$ cat config.mk
export PLATFORM = sky130hd
export DESIGN_NAME = dam_ram
export DESIGN_NICKNAME = d
export VERILOG_FILES = /design/src/hw/rtl/dam_ram.sv
export SDC_FILE = /design/constraint.sdc
export NUM_CORES = 2
export LEC_CHECK = 0
export BUFFER_PORTS_ARGS = -buffer_cell sky130_fd_sc_hd__buf_2
export CAP_MARGIN = 20
export CORE_MARGIN = 3
export CORE_UTILIZATION = 40
export CTS_CLUSTER_SIZE = 25
export DETAILED_ROUTE_END_ITERATION = 6
export PLACE_DENSITY = 0.51
export RECOVER_POWER = 50
export SLEW_MARGIN = 40
export SYNTH_ARGS = -nofsm -noshare
export SYNTH_HDL_FRONTEND = slang
export SYNTH_SLANG_ARGS = --single-unit
export TNS_END_PERCENT = 30
$ cat constraint.sdc
create_clock -name clock -period 5.7 [get_ports clock]
set_clock_uncertainty 0.05 [all_clocks]
set_input_delay 1.14 -clock clock [delete_from_list [all_inputs] [get_ports clock]]
set_output_delay 1.14 -clock clock [all_outputs]
set_load 0.02 [all_outputs]
$ cat src/hw/rtl/dam_ram.sv
`default_nettype none
module dam_ram #(
   parameter int WIDTH = 32,
   parameter int DEPTH = 100
) (
   input  wire logic                     clock,
   input  wire logic                     wr_en,
   input  wire logic [$clog2(DEPTH)-1:0] wr_addr,
   input  wire logic [WIDTH-1:0]         wr_data,
   input  wire logic                     rd_en,
   input  wire logic [$clog2(DEPTH)-1:0] rd_addr,
   output logic      [WIDTH-1:0]         rd_data
);

   logic [WIDTH-1:0] mem_ff [DEPTH];
   logic [WIDTH-1:0] rd_data_ff;

   // Write one word, read one word with a registered output
   always_ff @(posedge clock) begin
      if (wr_en) begin
         mem_ff[wr_addr] <= wr_data;
      end
      if (rd_en) begin
         rd_data_ff <= mem_ff[rd_addr];
      end
   end

   assign rd_data = rd_data_ff;

endmodule
`default_nettype wire

# Word-level counts from Yosys, hierarchy flattened
# Memories as Yosys holds them, arrays and structs flattened. A register that Yosys moved wholly into a read port is not among the register bits.
# Index checks and enable logic that the tools add are counted.
# op_classes
n_mux,2
# op_table
cell,count
1-bit 2-to-1 mux,2
# totals
mem_count,1
ramBits,3200
ff_bits,0
input_bits,49
# memory_table
name,words,word_bits,rd,rd_ports_with_merged_regs,write_ports,line_no,text
mem_ff,100,32,1,1,1,15,logic [WIDTH-1:0] mem_ff [DEPTH];

# Depth between registers and ports, before layout
# logic_depth
ltp_word,2
depth_mapped,11

# Least setup slack after synthesis
# Ideal clock, no wire load.
# synth_path
path_type,input port to flip-flop
startpoint,in wr_addr[5]
endpoint,"mem mem_ff[57][0], enable pin"
setup_time_ns,0.461
path_slack_ns,1.205
arrival_time_ns,3.984
stages,4
n_path_buf,0
required_time_ns,5.189
cell_sequence,nor2b_1 > nand4_1 > or2_2 > nor3_1
# synth_rtl
element,line_no,text
start: declaration,8,"input wire logic [$clog2(DEPTH)-1:0] wr_addr,"
end: declaration,15,
# Straight into the memory's write port.

# Worst setup path after layout
# layout_path
startpoint,in wr_data[28]
endpoint,"mem mem_ff[8][28], data pin"
# layout_rtl
element,line_no,text
start: declaration,9,"input wire logic [WIDTH-1:0] wr_data,"
# Straight into the memory's write port.

==> summary.md <==
| Metric | Value |
|---|---|
| Status | `complete, but fails checks` |
| Failing checks | `capacitance limit, slew limit` |
| Tcrit/Tclk final | `81.18%` |
| Switching share of power | `22.00%` |
| Worst path bufs/invs | `2` |
| Routed wire length | `380500 um` |
| Sum Neg Setup Slack | `0 ns` |
| Fmax | `216.1 MHz` |
| Slew Viols, Final | `2144` |
| Worst Path Arrival | `5.11 ns` |
| Largest delay contributor family on the critical path | `buffers and inverters` |
| Leading post-synthesis cells by cell area | `edfxtp_1 (79%), mux4_2 (13%), mux2i_1 (2.0%)` |
| Vias in the first global route | `61650` |
| Synthesized area | `123200 um^2` |
| Asr flop ratio synth | `0%` |
| Clock power frac | `43.8%` |
| Rows | `203` |
| PnR Total Power | `51.66 mW` |
| Worst-path clk slew | `0.05 ns` |
| Max Cap Viol | `40` |
| Root Driver | `clkbuf_16` |
| Core Footprint | `306300 um^2` |
| Library cells used by synthesis | `56` |
| Via count | `61690` |
| Top cell type's share of synthesized area | `78.75%` |
| # setup viols final | `0` |
| TritonCTS Sinks | `3232` |
| YS warnings | `0` |
| Synthesized area per cell | `22.40 um^2` |
| Largest fanout on the critical path | `72` |
| Pwr dens | `361.3 nW/um^2` |
| Post-synth top flop | `edfxtp_1` |
| Nets | `6038` |
| Yosys top cell by area | `edfxtp_1` |
| Switching power | `11.36 mW` |
| CP peak stage delay | `2.85 ns` |
| Worst-Margin Slew | `4.654 ns` |
| WHS Path Cells | `1` |
| CP Depth | `2` |
| Overflow after GRT | `0` |
| Slowest stage cell, crit path | `clkbuf_1` |
| Via-to-Cell Ratio | `5.947` |
| Worst-skew pair later-pin latency | `0.93 ns` |
| WP data required | `6.18 ns` |
| I/O Pins | `81` |
| First drt pass iteration count | `5` |
| Die H | `561.1 um` |
| Most common cell after layout, fill and taps aside | `edfxtp_1` |
| CTS Buf Count | `348` |
| Post-CTS Repair Setup Buffers | `0` |
| Maximum buffer depth of the clock tree | `4` |
| Initial core utilization | `40.23%` |
| RSZ-0062 raised after global routing | `false` |
| HPWL after DPL | `234500 um` |
| Setup Crit Path Kind | `primary input to flip-flop` |
| CP endpoint kind | `flip-flop` |
| Port bufs | `80` |
| First-pass GRT wire length | `523300 um` |
| Most common cell type on the critical path | `clkbuf_1` |
| Hold-fix buffers, CTS | `0` |
| DRT iter0 DRCs | `7838` |
| Sequential Power Share | `51.1%` |
| Gate power share | `5.1%` |
| LEAKAGE | `44.66 nW` |
| Number of synthesized register bits | `3232` |
| # fillers | `25570` |
| Worst r2r path cells | `7` |
| Post-CTS sizing | `0` |
| Final count of hold timing violations | `0` |
| Slew headroom | `-210.3%` |
| Worst-path cell chain | `clkbuf_1, clkbuf_1` |
| Worst vdd ir | `0.3545 mV` |
| Largest net degree at the start of global routing | `101` |
| DRC Markers | `0` |
| Startpoint Class | `primary input` |
| Syn_nets | `5551` |
| Initial antenna violation count | `27` |
| P_int | `40.30 mW` |
| CTS tree | `done` |
| Cells after synthesis | `5502` |
| Most frequent cells in the layout | `edfxtp_1 (3232), mux4_2 (723), clkbuf_16 (354)` |
| Area grow syn2layout | `16.03%` |
| Final ANT Viol Nets | `0` |
| Sequential share of the synthesized area | `78.75%` |
| Die footprint | `314800 um^2` |
| Gpl congestion | `0.8656` |
| Hold Path Class | `primary input to flip-flop` |
| H-tree Lvls | `5` |
| Routed WL per cell | `36.68 um` |
| Layout cell share with drive strength beyond 1 | `27.96%` |
| Post-synth EDFFs | `3232` |
| Post-layout min period | `4.627 ns` |
| GRT Util Overall | `23.90%` |
| Die Span X | `561.1 um` |
## cell usage after synthesis (43+ instances only)
| library cell | n |
|---|---|
| a221oi_1 | 43 |
| a22oi_1 | 195 |
| buf_2 | 96 |
| buf_4 | 44 |
| clkbuf_1 | 119 |
| edfxtp_1 | 3232 |
| mux2i_1 | 249 |
| mux4_2 | 723 |
| nand2_1 | 139 |
| nand3_1 | 84 |
| nor2_1 | 156 |
| o21ai_0 | 88 |
## state kept, by name, indices dropped and copies added, names as in the netlist
signal / flops
mem_ff: 3200
rd_data: 32
## layout make-up
class / count / area (um^2) / share of cell area, %
multi-input cells: 1962 / 25290 / 17.69
diodes: 9 / 22.52 / 0.01575
flip-flops and latches: 3232 / 97050 / 67.88
clock inverters: 206 / 2336 / 1.634
well taps: 4100 / 5130 / 3.588
repair buffers: 440 / 4029 / 2.818
inverters: 5 / 21.27 / 0.01488
clock buffers: 420 / 9106 / 6.369
## per-layer routing
| layer | vias up | track usage (%) | part of all wire [%] |
|---|---|---|---|
| met4 | 6 | 8.440 | 4.1 |
| met3 | 541 | 3.553 | 7.1 |
| met5 | - | 0 | 0.011 |
| li1 | 24480 | - | - |
| met2 | 2542 | 37.20 | 47 |
| met1 | 34130 | 34.57 | 42 |
## path summary, 6_finish.rpt
check | start | end | slack [ns]
setup / recovery | wr_data[28] | mem_ff[8][28]$_DFFE_PP_ | 1.07
hold / removal | wr_data[8] | mem_ff[89][8]$_DFFE_PP_ | 0.59
setup reg to reg | mem_ff[39][27]$_DFFE_PP_ | rd_data[27]$_DFFE_PP_ | 2.80
hold reg to reg | mem_ff[98][2]$_DFFE_PP_ | rd_data[2]$_DFFE_PP_ | 0.78
## power groups by stage
| stage | Combinational (mW) | Sequential, mW | Clock [mW] |
|---|---|---|---|
| 2_1_floorplan | 1.22 | 26.8 | 0 |
| 3_3_place_gp | 2.61 | 26.8 | 0 |
| 3_5_place_dp | 2.66 | 26.8 | 0 |
| 4_1_cts | 2.67 | 26.3 | 23.1 |
| 5_1_grt | 2.75 | 26.4 | 24.0 |
| 6_report | 2.63 | 26.4 | 22.6 |
## per-stage QoR
step           setup slack, ns  hold WS, ns  cell area, um^2  cells  utilization (%)
2_1_floorplan            1.205       0.6997           123200   5502                -
6_report                 1.073       0.5949           143000  10370            46.68
3_3_place_gp            0.3318       0.7653           131000   9703            42.77
4_1_cts                  1.681       0.3720           143200  10360            46.75
3_5_place_dp            0.6919       0.7595           131800   9735            43.01
5_1_grt                 0.8257       0.5946           143000  10370            46.68
## cells by family after synthesis
group	share of synthesized area [%]
AO/OA/AOI/OAI	2.772
AND/OR/NAND/NOR	1.809
flip-flops	78.75
multiplexers	15.28
buffers and inverters	1.385
(Power assumes the default switching activity.)
