===== src/hw/rtl/dam_pkg.sv =====
`default_nettype none
package dam_pkg;

   // Default sizes of the store and of the arithmetic word
   localparam int MEM_WORDS_DEF = 100;
   localparam int WORD_BITS_DEF = 32;

   // Fixed field widths of the stream channels
   localparam int PC_BITS       = 7;
   localparam int IO_WORD_BITS  = 32;
   localparam int EXT_BITS      = 64;
   localparam int STATUS_BITS   = 3;
   localparam int REQ_DATA_BITS = 40;
   localparam int RSP_DATA_BITS = 88;

   // Decimal split of an instruction word: word / 100 through a reciprocal
   localparam int SPLIT_BITS = 14;
   localparam int DEC_LIMIT  = 10000;
   localparam int DEC_RECIP  = 5243;
   localparam int DEC_SHIFT  = 19;
   localparam int DEC_RADIX  = 100;

   // Opcodes
   localparam logic [PC_BITS-1:0] OP_NONE   = 7'd0;
   localparam logic [PC_BITS-1:0] OP_READ   = 7'd10;
   localparam logic [PC_BITS-1:0] OP_WRITE  = 7'd11;
   localparam logic [PC_BITS-1:0] OP_LOAD   = 7'd20;
   localparam logic [PC_BITS-1:0] OP_STORE  = 7'd21;
   localparam logic [PC_BITS-1:0] OP_ADD    = 7'd30;
   localparam logic [PC_BITS-1:0] OP_SUB    = 7'd31;
   localparam logic [PC_BITS-1:0] OP_DIV    = 7'd32;
   localparam logic [PC_BITS-1:0] OP_MUL    = 7'd33;
   localparam logic [PC_BITS-1:0] OP_BRANCH = 7'd40;
   localparam logic [PC_BITS-1:0] OP_BRNEG  = 7'd41;
   localparam logic [PC_BITS-1:0] OP_BRZERO = 7'd42;
   localparam logic [PC_BITS-1:0] OP_HALT   = 7'd43;

   // Item kinds on the request tuser
   localparam logic KIND_LOAD = 1'b0;
   localparam logic KIND_STEP = 1'b1;

   typedef enum logic [STATUS_BITS-1:0] {
      ST_OK       = 3'd0,
      ST_HALT     = 3'd1,
      ST_BAD_OP   = 3'd2,
      ST_DIV_ZERO = 3'd3,
      ST_HALTED   = 3'd4,
      ST_PC_OVF   = 3'd5,
      ST_LOADED   = 3'd6
   } status_type;

   typedef enum logic [1:0] {
      ALU_ADD,
      ALU_SUB,
      ALU_MUL,
      ALU_DIV
   } alu_op_type;

   typedef struct packed {
      logic       start;
      alu_op_type op;
   } alu_cmd_type;

   typedef enum logic [2:0] {
      A_IDLE,
      A_MUL,
      A_DIV,
      A_SIGN,
      A_DONE
   } alu_state_type;

   typedef enum logic [2:0] {
      S_IDLE,
      S_FETCH,
      S_SPLIT,
      S_OPER,
      S_EXEC,
      S_WAIT,
      S_DONE
   } seq_state_type;

endpackage
`default_nettype wire


===== src/hw/rtl/dam_alu.sv =====
`default_nettype none
module dam_alu #(
   parameter int WORD_BITS = dam_pkg::WORD_BITS_DEF
) (
   input  wire logic                  clock,
   input  wire logic                  reset,
   input  wire dam_pkg::alu_cmd_type  cmd,
   input  wire logic [WORD_BITS-1:0]  opa,
   input  wire logic [WORD_BITS-1:0]  opb,
   output logic                       done,
   output logic      [WORD_BITS-1:0]  result
);

   localparam int CNT_W = $clog2(WORD_BITS);
   localparam logic [CNT_W-1:0] CNT_LAST = CNT_W'(WORD_BITS - 1);

   dam_pkg::alu_state_type state_ff, state_in;
   logic [CNT_W-1:0]     cnt_ff, cnt_in;
   logic [WORD_BITS:0]   work_ff, work_in;
   logic [WORD_BITS-1:0] aux_ff, aux_in;
   logic [WORD_BITS-1:0] opd_ff, opd_in;
   logic                 neg_ff, neg_in;
   logic [WORD_BITS-1:0] result_ff, result_in;

   logic [WORD_BITS:0]   add_x, add_y, add_sum;
   logic                 add_sub;
   logic [WORD_BITS-1:0] mag_a, mag_b;
   logic                 div_ge;

   // Shared adder: every operation of the unit goes through it
   always_comb begin
      add_x   = '0;
      add_y   = '0;
      add_sub = 1'b0;
      case (state_ff)
         dam_pkg::A_IDLE: begin
            add_x   = {1'b0, opa};
            add_y   = {1'b0, opb};
            add_sub = (cmd.op == dam_pkg::ALU_SUB);
         end
         dam_pkg::A_MUL: begin
            add_x = work_ff;
            add_y = {1'b0, opd_ff};
         end
         dam_pkg::A_DIV: begin
            add_x   = {work_ff[WORD_BITS-1:0], aux_ff[WORD_BITS-1]};
            add_y   = {1'b0, opd_ff};
            add_sub = 1'b1;
         end
         dam_pkg::A_SIGN: begin
            add_y   = {1'b0, aux_ff};
            add_sub = neg_ff;
         end
         default: begin
            add_x = '0;
         end
      endcase
      add_sum = add_x + (add_sub ? ~add_y : add_y) + (WORD_BITS + 1)'(add_sub);
   end

   assign mag_a  = opa[WORD_BITS-1] ? (~opa + 1'b1) : opa;
   assign mag_b  = opb[WORD_BITS-1] ? (~opb + 1'b1) : opb;
   assign div_ge = ~add_sum[WORD_BITS];

   // Next state
   always_comb begin
      state_in = state_ff;
      case (state_ff)
         dam_pkg::A_IDLE: begin
            if (cmd.start) begin
               case (cmd.op)
                  dam_pkg::ALU_MUL: state_in = dam_pkg::A_MUL;
                  dam_pkg::ALU_DIV: state_in = dam_pkg::A_DIV;
                  default:          state_in = dam_pkg::A_DONE;
               endcase
            end
         end
         dam_pkg::A_MUL: begin
            if (cnt_ff == CNT_LAST) begin
               state_in = dam_pkg::A_DONE;
            end
         end
         dam_pkg::A_DIV: begin
            if (cnt_ff == CNT_LAST) begin
               state_in = dam_pkg::A_SIGN;
            end
         end
         dam_pkg::A_SIGN: state_in = dam_pkg::A_DONE;
         dam_pkg::A_DONE: state_in = dam_pkg::A_IDLE;
         default:         state_in = dam_pkg::A_IDLE;
      endcase
   end

   // Datapath: shift-add multiply, restoring divide, one bit a cycle
   always_comb begin
      cnt_in    = cnt_ff;
      work_in   = work_ff;
      aux_in    = aux_ff;
      opd_in    = opd_ff;
      neg_in    = neg_ff;
      result_in = result_ff;
      case (state_ff)
         dam_pkg::A_IDLE: begin
            cnt_in = '0;
            case (cmd.op)
               dam_pkg::ALU_MUL: begin
                  work_in = '0;
                  opd_in  = opa;
                  aux_in  = opb;
               end
               dam_pkg::ALU_DIV: begin
                  work_in = '0;
                  aux_in  = mag_a;
                  opd_in  = mag_b;
                  neg_in  = opa[WORD_BITS-1] ^ opb[WORD_BITS-1];
               end
               default: begin
                  result_in = add_sum[WORD_BITS-1:0];
               end
            endcase
         end
         dam_pkg::A_MUL: begin
            cnt_in = cnt_ff + 1'b1;
            if (aux_ff[0]) begin
               work_in = {1'b0, add_sum[WORD_BITS-1:0]};
            end
            aux_in    = aux_ff >> 1;
            opd_in    = opd_ff << 1;
            result_in = work_in[WORD_BITS-1:0];
         end
         dam_pkg::A_DIV: begin
            cnt_in  = cnt_ff + 1'b1;
            work_in = div_ge ? add_sum : add_x;
            aux_in  = {aux_ff[WORD_BITS-2:0], div_ge};
         end
         dam_pkg::A_SIGN: begin
            result_in = add_sum[WORD_BITS-1:0];
         end
         default: begin
            cnt_in = cnt_ff;
         end
      endcase
   end

   // Outputs
   always_comb begin
      done   = (state_ff == dam_pkg::A_DONE);
      result = result_ff;
   end

   always_ff @(posedge clock) begin
      if (reset) begin
         state_ff <= dam_pkg::A_IDLE;
         cnt_ff   <= '0;
      end else begin
         state_ff <= state_in;
         cnt_ff   <= cnt_in;
      end
      work_ff   <= work_in;
      aux_ff    <= aux_in;
      opd_ff    <= opd_in;
      neg_ff    <= neg_in;
      result_ff <= result_in;
   end

endmodule
`default_nettype wire


===== config.mk =====
export PLATFORM = sky130hd
export DESIGN_NAME = dam_alu
export DESIGN_NICKNAME = d
export VERILOG_FILES = /design/src/hw/rtl/dam_pkg.sv /design/src/hw/rtl/dam_alu.sv
export SDC_FILE = /design/constraint.sdc
export NUM_CORES = 1
export LEC_CHECK = 0
export BUFFER_PORTS_ARGS = -buffer_cell sky130_fd_sc_hd__buf_2
export CAP_MARGIN = 20
export CORE_ASPECT_RATIO = 1.1
export CORE_UTILIZATION = 35
export CTS_BUF_LIST = sky130_fd_sc_hd__clkbuf_8
export DETAILED_ROUTE_END_ITERATION = 6
export MAX_ROUTING_LAYER = met4
export SETUP_SLACK_MARGIN = 0.2
export SLEW_MARGIN = 25
export SYNTH_ARGS = -nofsm -noshare
export SYNTH_HDL_FRONTEND = slang
export SYNTH_SLANG_ARGS = --single-unit

===== constraint.sdc =====
create_clock -name clock -period 6.85 [get_ports clock]
set_clock_uncertainty 0.1 [all_clocks]
set_input_delay 1.37 -clock clock [delete_from_list [all_inputs] [get_ports clock]]
set_output_delay 1.37 -clock clock [all_outputs]
set_load 0.005 [all_outputs]

Word-level counts from Yosys, hierarchy flattened
Cells that the tools add are included.
Widths: inputs -> output; s select.

storage, ports and cells
  register bits after elaboration = 138
  input port bits = 69
  output and inout bits = 33

operators by class
  add/sub/neg operators = 5
  equality and inequality tests = 15
  multiplexer cells = 22
  bitwise gates (word level) = 5
  reductions and logical operators = 14

operator list
  operator               count
  $pmux 32 s3            3
  $pmux 33 s3            2
  $pmux 32 s2            3
  $mux 33                4
  $mux 32                3
  $add 32x1->32 const B  2
  $not 32->32            2
  $add 33x1->33          1
  $add 33x33->33         1
  $not 33->33            1
  $ne 2x2->1 const B     6
  $pmux 3 s4             1
  $pmux 5 s2             1
  $reduce_and 2->1       5
  $mux 3                 3
  $eq 3x2->1 const B     2
  $pmux 3 s2             1
  $reduce_and 3->1       2
  $reduce_bool 3->1      2
  $add 5x1->5 const B    1
  $eq 5x5->1 const B     1
  $eq 2x2->1 const B     2
  $reduce_bool 2->1      2
  $reduce_or 2->1        2
  8 further kinds        8

Logic depth before layout (Yosys ltp)
Gate-level depths: netlist (run 1).

  word-level depth = 9
  depth in mapped cells = 21
  mapped depth without buffers = 16

Worst setup path before layout (run 1)
OpenSTA, ideal clock, no wires.

  path kind = input-to-reg
  from = input port cmd[0] in the netlist's numbering
  to = register work_ff[22], data pin
  setup time = 0.273 ns
  data arrival time = 5.384 ns
  required time = 6.477 ns
  setup slack = 1.093 ns
  stages on the path = 18
  path buffers = 4
  cell sequence = nor3b_1 o22ai_1 clkbuf_1 xor2_1 nor2_1 ha_1 clkbuf_1 nand2_1 or3_1 a21oi_1 a211o_1 a31oi_1 o31ai_1 xnor2_1 clkbuf_1 buf_2 mux2i_1 o32ai_1

between the ends
  cells in the longest elaborated chain, start to end = 7

ends and longest elaborated chain
  element                            line                            RTL
  start: declaration                 dam_alu.sv:7                    input wire dam_pkg::alu_cmd_type cmd,
  $eq 2x1->1 (*)                     dam_alu.sv:39                   add_sub = (cmd.op == dam_pkg::ALU_SUB);
  $pmux 1 s3 (*)                     dam_alu.sv:35                   case (state_ff)
  $mux 33                            dam_alu.sv:58                   add_sum = add_x + (add_sub ? ~add_y : add_y) + (WORD_BITS + 1)'(add_sub);
  $add 33x33->33                     dam_alu.sv:58
  $add 33x1->33 (*)                  dam_alu.sv:58
  $mux 33, on equally long branches  dam_alu.sv:133, dam_alu.sv:124
  $pmux 33 s3 (*)                    dam_alu.sv:102                  case (state_ff)
  via work_in[22]                    dam_alu.sv:19                   logic [WORD_BITS:0] work_ff, work_in;
  end signal: assignment             dam_alu.sv:159                  work_ff <= work_in;
  end: declaration                   dam_alu.sv:19

Mark *: on every way through the listed nets, which the timed path passes. The rest lies on a longest branch. The select of a mux whose other input is x is not followed.
A chain may end at the register's enable or synchronous reset.

Worst setup path after layout (run 1)
  from = register state_ff[0]
  to = register work_ff[29], data pin

between the ends
  cells in the longest elaborated chain, start to end = 9

ends and longest elaborated chain
  element                                   line                            RTL
  start: declaration                        dam_alu.sv:17                   dam_pkg::alu_state_type state_ff, state_in;
  start signal: assignment                  dam_alu.sv:153                  state_ff <= dam_pkg::A_IDLE;
  start signal: assignment                  dam_alu.sv:156                  state_ff <= state_in;
  $eq 3x1->1 or $eq 3x2->1 (tied branches)  dam_alu.sv:35, dam_alu.sv:102
  $reduce_or 2->1 (no source line)          n/a
  $pmux 32 s3                               dam_alu.sv:35
  $not 33->33                               dam_alu.sv:58
  $mux 33                                   dam_alu.sv:58
  $add 33x33->33                            dam_alu.sv:58
  $add 33x1->33                             dam_alu.sv:58
  $mux 33, on equally long branches         dam_alu.sv:133, dam_alu.sv:124
  $pmux 33 s3 (*)                           dam_alu.sv:102
  via work_in[29]                           dam_alu.sv:19

Marks and branches as above.

==> results of run 1 <==
[worst paths after layout]
kind	startpoint	endpoint	slack, ns	depth (start not counted)
worst min register to register	cnt_ff[4]	cnt_ff[4]	0.43	2
worst max-delay path	state_ff[0]	work_ff[29]	1.46	15
worst max register to register	state_ff[0]	work_ff[29]	1.46	15
worst min-delay path	cnt_ff[4]	cnt_ff[4]	0.43	2
[metal layers]
| metal | GRT usage (%) | wire length (um) |
|---|---|---|
| met5 | - | 0 |
| met4 | 5.56 | 524 |
| met3 | 3.12 | 2200 |
| met2 | 32.6 | 16600 |
| met1 | 31.4 | 18700 |
[cell usage after synthesis, drive strengths merged, types with 16 or more instances]
library cell / instances / area share, %
nor2: 195 / 6.0
nand2: 156 / 4.8
a21oi: 145 / 6.0
edfxtp: 130 / 32
mux2i: 112 / 9.2
o21ai: 112 / 4.6
clkbuf: 87 / 2.8
xor2: 87 / 6.3
a211oi: 42 / 2.6
nor2b: 38 / 2.0
ha: 35 / 3.6
xnor2: 29 / 2.1
a21o: 21 / 1.3
a22oi: 21 / 1.3
buf: 19 / 0.85
o31ai: 17 / 1.0
nor3: 16 / 0.66
o22ai: 16 / 0.82
[cells by family after synthesis]
group	share of synthesized area, %
buffers and inverters	4.10
AND/OR/NAND/NOR	17.7
AO/OA/AOI/OAI	23.3
XOR/XNOR	8.34
flip-flops	33.4
multiplexers	9.39
adder cells (fa/ha/maj)	3.76
[state kept, by name, summed over array words and instances, names as in the netlist]
name,cells
neg_ff,1
opd_ff,32
work_ff,33
cnt_ff,5
aux_ff,32
state_ff,3
result,32
[metrics by stage]
| step | power [uW] | instances | hold slack (ns) |
|---|---|---|---|
| final | 3830 | 1938 | 0.430 |
| after CTS | 3820 | 1936 | 0.431 |
| after floorplan | 2550 | 1452 | 0.372 |
| after global routing | 4090 | 1938 | 0.462 |
| after detailed placement | 3090 | 1905 | 0.406 |
| after global placement | 3060 | 1905 | 0.386 |
[final cells by class]
| type | instances | area [sq um] | area share [%] |
|---|---|---|---|
| Tap cell | 438 | 548 | 4.08 |
| Clock buffer | 17 | 234 | 1.74 |
| Inverter | 13 | 48.8 | 0.363 |
| Sequential cell | 138 | 4070 | 30.3 |
| Clock inverter | 14 | 175 | 1.30 |
| Timing Repair Buffer | 121 | 681 | 5.07 |
| Antenna cell | 2 | 5.00 | 0.0373 |
| Multi-Input combinational cell | 1195 | 7670 | 57.1 |
[power by group through the flow]
stage                     clock (uW)  sequential, uW  combinational (uW)
after CTS                        741            1320                1760
after global placement             0            1340                1720
after detailed placement           0            1340                1750
final                            727            1330                1780
after global routing             770            1350                1970
after floorplan                    0            1300                1260
[worst reg2reg max path: stages, from the launching register on]
cell and delay (ns):
dfxtp_4 0.92, inv_1 0.33, o22ai_4 0.39, buf_4 0.44, xor2_1 0.21, nor2_1 0.06, ha_1 0.43, a21oi_1 0.18
o21ai_0 0.11, a31o_2 0.23, a211o_1 0.29, a31oi_1 0.32, o31ai_1 0.17, xnor2_2 0.20, a22oi_2 0.49, o221ai_1 0.23
==> results.json, run 1 <==
{
  "p_per_area_mw_per_mm2": 285,
  "cp-end-kind": "register",
  "worstPathCellList": "inv_1 -> o22ai_4 -> buf_4 -> xor2_1 -> nor2_1 -> ha_1 -> a21oi_1 -> o21ai_0 -> a31o_2 -> a211o_1 -> a31oi_1 -> o31ai_1 -> xnor2_2 -> a22oi_2 -> o221ai_1",
  "mostFrequentLayoutCells": "191 x nor2_1, 155 x nand2_1, 145 x a21oi_1, 130 x edfxtp_1",
  "fmax_mhz": 185,
  "rsz0062_at_grt": "false",
  "fillers": 3479,
  "coreArea_sq_mm": 0.0342,
  "numCtsBuffers": 17,
  "postSynthCellCount": 1452,
  "path_max_fanout": 65,
  "wl_um": 38000,
  "ys_seq_area_share_pct": 33.4,
  "cts_resized": 0,
  "cts_htree_levels": 4,
  "switching_share_pct": 41.2,
  "power_frac_seq_pct": 34.6,
  "internal_power_uw": 2250,
  "gp_congestion": 0.936,
  "tightestPinTransition_ns": 0.984,
  "setup_violations": 0,
  "mostFrequentLayoutCell": "nor2_1",
  "cts_tree": "done",
  "cp_slowest_cell": "dfxtp_4",
  "combPwrFrac_pct": 46.4,
  "switchingPower_uw": 1580,
  "synth-edff-count": 130,
  "hold_viol_final": 0,
  "io_pins": 102,
  "syn2layout_area_growth_pct": 10.3,
  "drt-wirelength-per-cell_um": 19.6,
  "start_util_pct": 35.6,
  "p_clk_share_pct": 19.0,
  "violations": "DRC",
  "maxSlewHeadroom_pct": 34.4,
  "die_x_um": 180,
  "maxCapViolCount": 0,
  "cts_buffer_depth": 2,
  "num_rows": 71,
  "yosys_warnings": 0,
  "cts.clk_slew.worst_paths_ns": 0.08,
  "period_share_pct": 78.7,
  "cts_setup_buffers": 0,
  "postSynthAreaPerCell_sq_um": 8.39,
  "antenna_left": 0,
  "viasPerCell": 5.73,
  "peakVddDrop_uv": 121,
  "grt_usage_pct": 22.0,
  "path_class": "register to register",
  "drive_above_1_share_pct": 12.3,
  "dr.pass1.iters": 7,
  "async_flop_share_pct": 0,
  "crit_family": "compound AO/OA/AOI/OAI gates",
  "fin_area_sq_mm": 0.0134,
  "vias": 11100,
  "cts_sinks": 138,
  "first_iter_violations": 1243,
  "cp.required_ns": 6.95,
  "post-route-util_pct": 39.3,
  "die_h_um": 198,
  "status": "complete, but fails checks",
  "arrival_ns": 5.49,
  "ys_types": 66,
  "grt_pass1_vias": 10300,
  "drc": 6,
  "cts_hold_buf": 0,
  "setup_tns_ns": 0,
  "ys_ff_latch": 138,
  "die_area_sq_mm": 0.0355,
  "p_leak_uw": 0.00512,
  "synth_nets": 1557,
  "setup_ws_ns": 1.46,
  "clock_latency_ns": 0.50,
  "grt_max_degree": 95,
  "place_area_sq_mm": 0.0130,
  "numPortBuffers": 101,
  "grt_pass1_wl_um": 59800,
  "ys_dominant_reg_cell": "edfxtp_1",
  "hold_class": "register to register",
  "place_ws_ns": 1.08,
  "antenna_found_initial": 2,
  "worstSetupStartpointType": "register",
  "syn_area_sq_mm": 0.0122,
  "nets": 1591,
  "cpPeakStageDelay_ns": 0.92,
  "grt_overflow": 0,
  "root_buffer": "clkbuf_8",
  "finalMaxSlewViolations": 0,
  "hpwlAfterDp_um": 27500,
  "period_needed_ns": 5.39,
  "worst-path-buf-inv": 2
}
No activity file was read; power rests on OpenSTA's default activity.
==> run 2, diff against run 1 <==
clock period = 5.6 ns   (was 6.85 ns; I/O delays follow)
==> results.json, run 2 (synthesis results as in run 1) <==
{
  "root_buffer": "clkbuf_8",
  "mostFrequentLayoutCells": "191 x nor2_1, 155 x nand2_1, 145 x a21oi_1, 130 x edfxtp_1",
  "status": "complete, but fails checks",
  "grt_overflow": 0,
  "cts_htree_levels": 4,
  "peakVddDrop_uv": 136,
  "path_max_fanout": 27,
  "clock_latency_ns": 0.49,
  "vias": 11100,
  "grt_pass1_wl_um": 59500,
  "met1_usage_pct": 31.0,
  "regMostFlops": "work_ff",
  "io_pins": 102,
  "worst-path-buf-inv": 3,
  "num_rows": 71,
  "area.sequential_sq_mm": 0.00407,
  "fillers": 3460,
  "hpwlAfterDp_um": 27600,
  "die_area_sq_mm": 0.0355,
  "worstPathCellList": "buf_2 -> nor3b_1 -> o22ai_4 -> buf_12 -> xor2_1 -> nor2_1 -> ha_1 -> a21o_1 -> a211oi_1 -> a21oi_1 -> a211o_1 -> a31oi_1 -> o31ai_1 -> xnor2_2 -> buf_4 -> mux2i_1 -> o22ai_1",
  "numCtsBuffers": 17,
  "setup_ws_ns": 0.480,
  "drt-wirelength-per-cell_um": 19.4,
  "largest_reg_flops": 33,
  "rsz0062_at_grt": "false",
  "hold_start": "cnt_ff[4]",
  "cts_resized": 0,
  "antenna_left": 0,
  "cts_sinks": 138,
  "drc": 5,
  "cpPeakStageDelay_ns": 0.58,
  "cts_buffer_depth": 2,
  "post-route-util_pct": 39.8,
  "dr.pass1.iters": 7,
  "mostFrequentLayoutCell": "nor2_1",
  "gp_congestion": 0.943,
  "arrival_ns": 5.23,
  "drive_above_1_share_pct": 12.9,
  "place_ws_ns": 0.0652,
  "period_share_pct": 91.4,
  "cp-end-kind": "register",
  "grt_usage_pct": 22.0,
  "period_needed_ns": 5.12,
  "grt_max_degree": 100,
  "p_leak_uw": 0.00520,
  "setup_violations": 0,
  "tightestPinTransition_ns": 1.05,
  "r2r_start": "state_ff[0]",
  "multiInputGateArea_sq_mm": 0.00767,
  "setup_tns_ns": 0,
  "cp.required_ns": 5.71,
  "nets": 1602,
  "antenna_found_initial": 1,
  "die_h_um": 198,
  "maxCapViolCount": 0,
  "path_class": "input pin to register",
  "wl_um": 37900,
  "crit_family": "compound AO/OA/AOI/OAI gates",
  "maxSlewHeadroom_pct": 29.8,
  "p_per_area_mw_per_mm2": 352,
  "viasPerCell": 5.72,
  "die_x_um": 180,
  "first_iter_violations": 1164,
  "worstSetupStartpointType": "input pin",
  "grt.busiest_layer": "met2",
  "grt_pass1_vias": 10300,
  "met2_usage_pct": 32.6,
  "hold_viol_final": 0,
  "start_util_pct": 35.6,
  "cp_slowest_cell": "xnor2_2",
  "cts_setup_buffers": 0,
  "crit_start": "cmd[0]",
  "fmax_mhz": 195,
  "cts.clk_slew.worst_paths_ns": 0.08,
  "numPortBuffers": 101,
  "grtUsageMet3_pct": 3.41,
  "cts_hold_buf": 0,
  "coreArea_sq_mm": 0.0342,
  "cts_tree": "done",
  "finalMaxSlewViolations": 0,
  "syn2layout_area_growth_pct": 11.8,
  "violations": "DRC",
  "hold_class": "register to register"
}
==> run 2: changes by cell type in the layout (fill, tap and decap cells not counted), sizes merged <==
| cell | delta |
|---|---|
| bufinv | +2 |
| diode | -1 |
| buf | +11 |
| inv | -1 |
| clkinv | -3 |
| clkinvlp | +2 |
==> run 2: layout make-up <==
type | count | area share (%)
flip-flops and latches | 138 | 29.9
well taps | 438 | 4.02
multi-input cells | 1195 | 56.3
clock buffers | 17 | 1.72
inverters | 13 | 0.358
repair buffers | 132 | 6.12
clock inverters | 14 | 1.51
diodes | 1 | 0.0184
==> run 2: through the flow <==
step / power, uW / cell area, sq um / instances / hold slack, ns
floorplan: 3120 / 12200 / 1452 / 0.372
global placement: 3790 / 13100 / 1915 / 0.393
detailed placement: 3820 / 13100 / 1915 / 0.390
CTS: 4770 / 13600 / 1946 / 0.416
global route: 5090 / 13600 / 1948 / 0.475
finish: 4790 / 13600 / 1948 / 0.413
==> run 2: worst min-delay path, stage by stage, from the launching register on <==
cell and delay [ns]:
dfxtp_1 0.34, a22oi_1 0.07, nor2_1 0.07
==> run 2: report_power, final <==
group          leakage [uW]  switching (uW)  internal [uW]
sequential          0.00137             167           1450
clock              0.000210             436            522
combinational       0.00363            1310            900
total               0.00520            1920           2870
==> run 2: worst paths after layout <==
kind	endpoint	slack, ns	cells after the start
setup / recovery	work_ff[24]	0.48	17
hold / removal	cnt_ff[4]	0.41	2
setup reg to reg	work_ff[24]	0.48	17
hold reg to reg	cnt_ff[4]	0.41	2
==> run 2: layer usage <==
layer / up-vias / routed length (um)
li1: 5436 / -
met1: 5309 / 18600
met2: 363 / 16400
met3: 33 / 2280
met4: 0 / 546
met5: - / 0
==> run 3, diff against run 2 <==
MAX_ROUTING_LAYER = unset   (was met4)
==> results.json, run 3 (synthesis results as in run 1) <==
{
  "viasPerCell": 5.66,
  "period_needed_ns": 5.07,
  "met2_usage_pct": 32.1,
  "setup_violations": 0,
  "numPortBuffers": 101,
  "grt_usage_pct": 21.1,
  "start_util_pct": 35.6,
  "grtUsageMet3_pct": 3.36,
  "fillers": 3428,
  "hpwlAfterDp_um": 27500,
  "reg2reg_depth": 17,
  "drive_above_1_share_pct": 13.1,
  "cp.required_ns": 5.74,
  "met1_usage_pct": 30.7,
  "violations": "DRC",
  "gp_congestion": 0.943,
  "hold_class": "register to register",
  "grt_overflow": 0,
  "cts_resized": 0,
  "cts_setup_buffers": 0,
  "p_per_area_mw_per_mm2": 350,
  "cts_buffer_depth": 2,
  "mostFrequentLayoutCell": "nor2_1",
  "hold_viol_final": 0,
  "setup_tns_ns": 0,
  "root_buffer": "clkbuf_8",
  "maxCapViolCount": 0,
  "maxSlewHeadroom_pct": 37.5,
  "period_share_pct": 90.6,
  "p_total_uw": 4770,
  "grt_pass1_vias": 10200,
  "numCtsBuffers": 17,
  "nets": 1603,
  "largest_reg_flops": 33,
  "cts_hold_buf": 0,
  "drc": 5,
  "fin_hold_ws_ns": 0.424,
  "r2r_end": "work_ff[14]",
  "grt_max_degree": 92,
  "tightestPinTransition_ns": 0.935,
  "area.sequential_sq_mm": 0.00407,
  "drt-wirelength-per-cell_um": 19.3,
  "die_x_um": 180,
  "cts_tree": "done",
  "path_class": "input pin to register",
  "vias": 11000,
  "cts_htree_levels": 4,
  "mostFrequentLayoutCells": "191 x nor2_1, 155 x nand2_1, 145 x a21oi_1, 130 x edfxtp_1",
  "crit_start": "cmd[1]",
  "num_rows": 71,
  "syn2layout_area_growth_pct": 11.9,
  "path_max_fanout": 27,
  "first_iter_violations": 1226,
  "multiInputGateArea_sq_mm": 0.00767,
  "cts.clk_slew.worst_paths_ns": 0.09,
  "post-route-util_pct": 39.8,
  "regMostFlops": "work_ff",
  "reg2reg_setup_slack_ns": 0.54,
  "clock_latency_ns": 0.48,
  "cp-end-kind": "register",
  "grt_pass1_wl_um": 59000,
  "grt.busiest_layer": "met2",
  "wl_um": 37700,
  "worstSetupStartpointType": "input pin",
  "antenna_found_initial": 2,
  "antenna_left": 0,
  "whs_path_depth": 2,
  "min_to": "cnt_ff[4]",
  "dr.pass1.iters": 7,
  "cts_sinks": 138,
  "r2r_start": "state_ff[0]",
  "io_pins": 102,
  "fmax_mhz": 197,
  "peakVddDrop_uv": 111,
  "die_h_um": 198,
  "finalMaxSlewViolations": 0,
  "arrival_ns": 5.21,
  "rsz0062_at_grt": "false",
  "hold_start": "cnt_ff[4]",
  "die_area_sq_mm": 0.0355,
  "coreArea_sq_mm": 0.0342,
  "status": "complete, but fails checks",
  "p_leak_uw": 0.00521
}
[run 3: cell type report]
cell class / instances / share of cell area, %
antenna: 2 / 0.0367
clock buffer: 17 / 1.72
clock inverter: 15 / 1.48
inverter: 13 / 0.358
multi-input combinational: 1195 / 56.3
sequential: 138 / 29.9
tap: 438 / 4.02
timing repair buffer: 133 / 6.17
[run 3: worst max-delay path, cell delays in order]
cell     delay, ns
buf_2         0.14
nor3b_1       0.37
o22ai_4       0.20
buf_12        0.22
xor2_1        0.20
nor2_1        0.08
ha_1          0.39
nand2_1       0.12
or3_1         0.40
a21oi_1       0.26
a211o_1       0.22
a31oi_1       0.12
o31ai_1       0.40
xnor2_2       0.28
buf_12        0.24
and3_1        0.16
a211o_1       0.26
[run 3: layer usage]
| metal | routed length, um | vias to the layer above |
|---|---|---|
| met1 | 18200 | 5160 |
| met5 | 0 | - |
| met4 | 514 | 0 |
| li1 | - | 5442 |
| met2 | 16600 | 398 |
| met3 | 2400 | 39 |
[run 3: power by group]
part / internal [uW] / leakage, uW / switching (uW) / total, uW
Clock: 486 / 0.000217 / 453 / 939
Combinational: 898 / 0.00363 / 1310 / 2210
Sequential: 1450 / 0.00137 / 167 / 1620
Total: 2840 / 0.00521 / 1930 / 4770
[run 3: per-stage QoR]
stage / std cells / setup slack [ns] / cell area, sq um
3_5_place_dp: 1916 / 0.101 / 13200
2_1_floorplan: 1452 / 0.250 / 12200
6_report: 1951 / 0.528 / 13600
4_1_cts: 1948 / 0.583 / 13600
3_3_place_gp: 1916 / 0.222 / 13200
5_1_grt: 1951 / 0.247 / 13600
[run 3: how the worst max path moves through the flow]
stage / to / cells past startpoint
floorplan: work_ff[22] / 18
finish: work_ff[0] / 17
global placement: work_ff[22] / 17
detailed placement: work_ff[14] / 17
CTS: work_ff[14] / 17
global route: work_ff[14] / 17
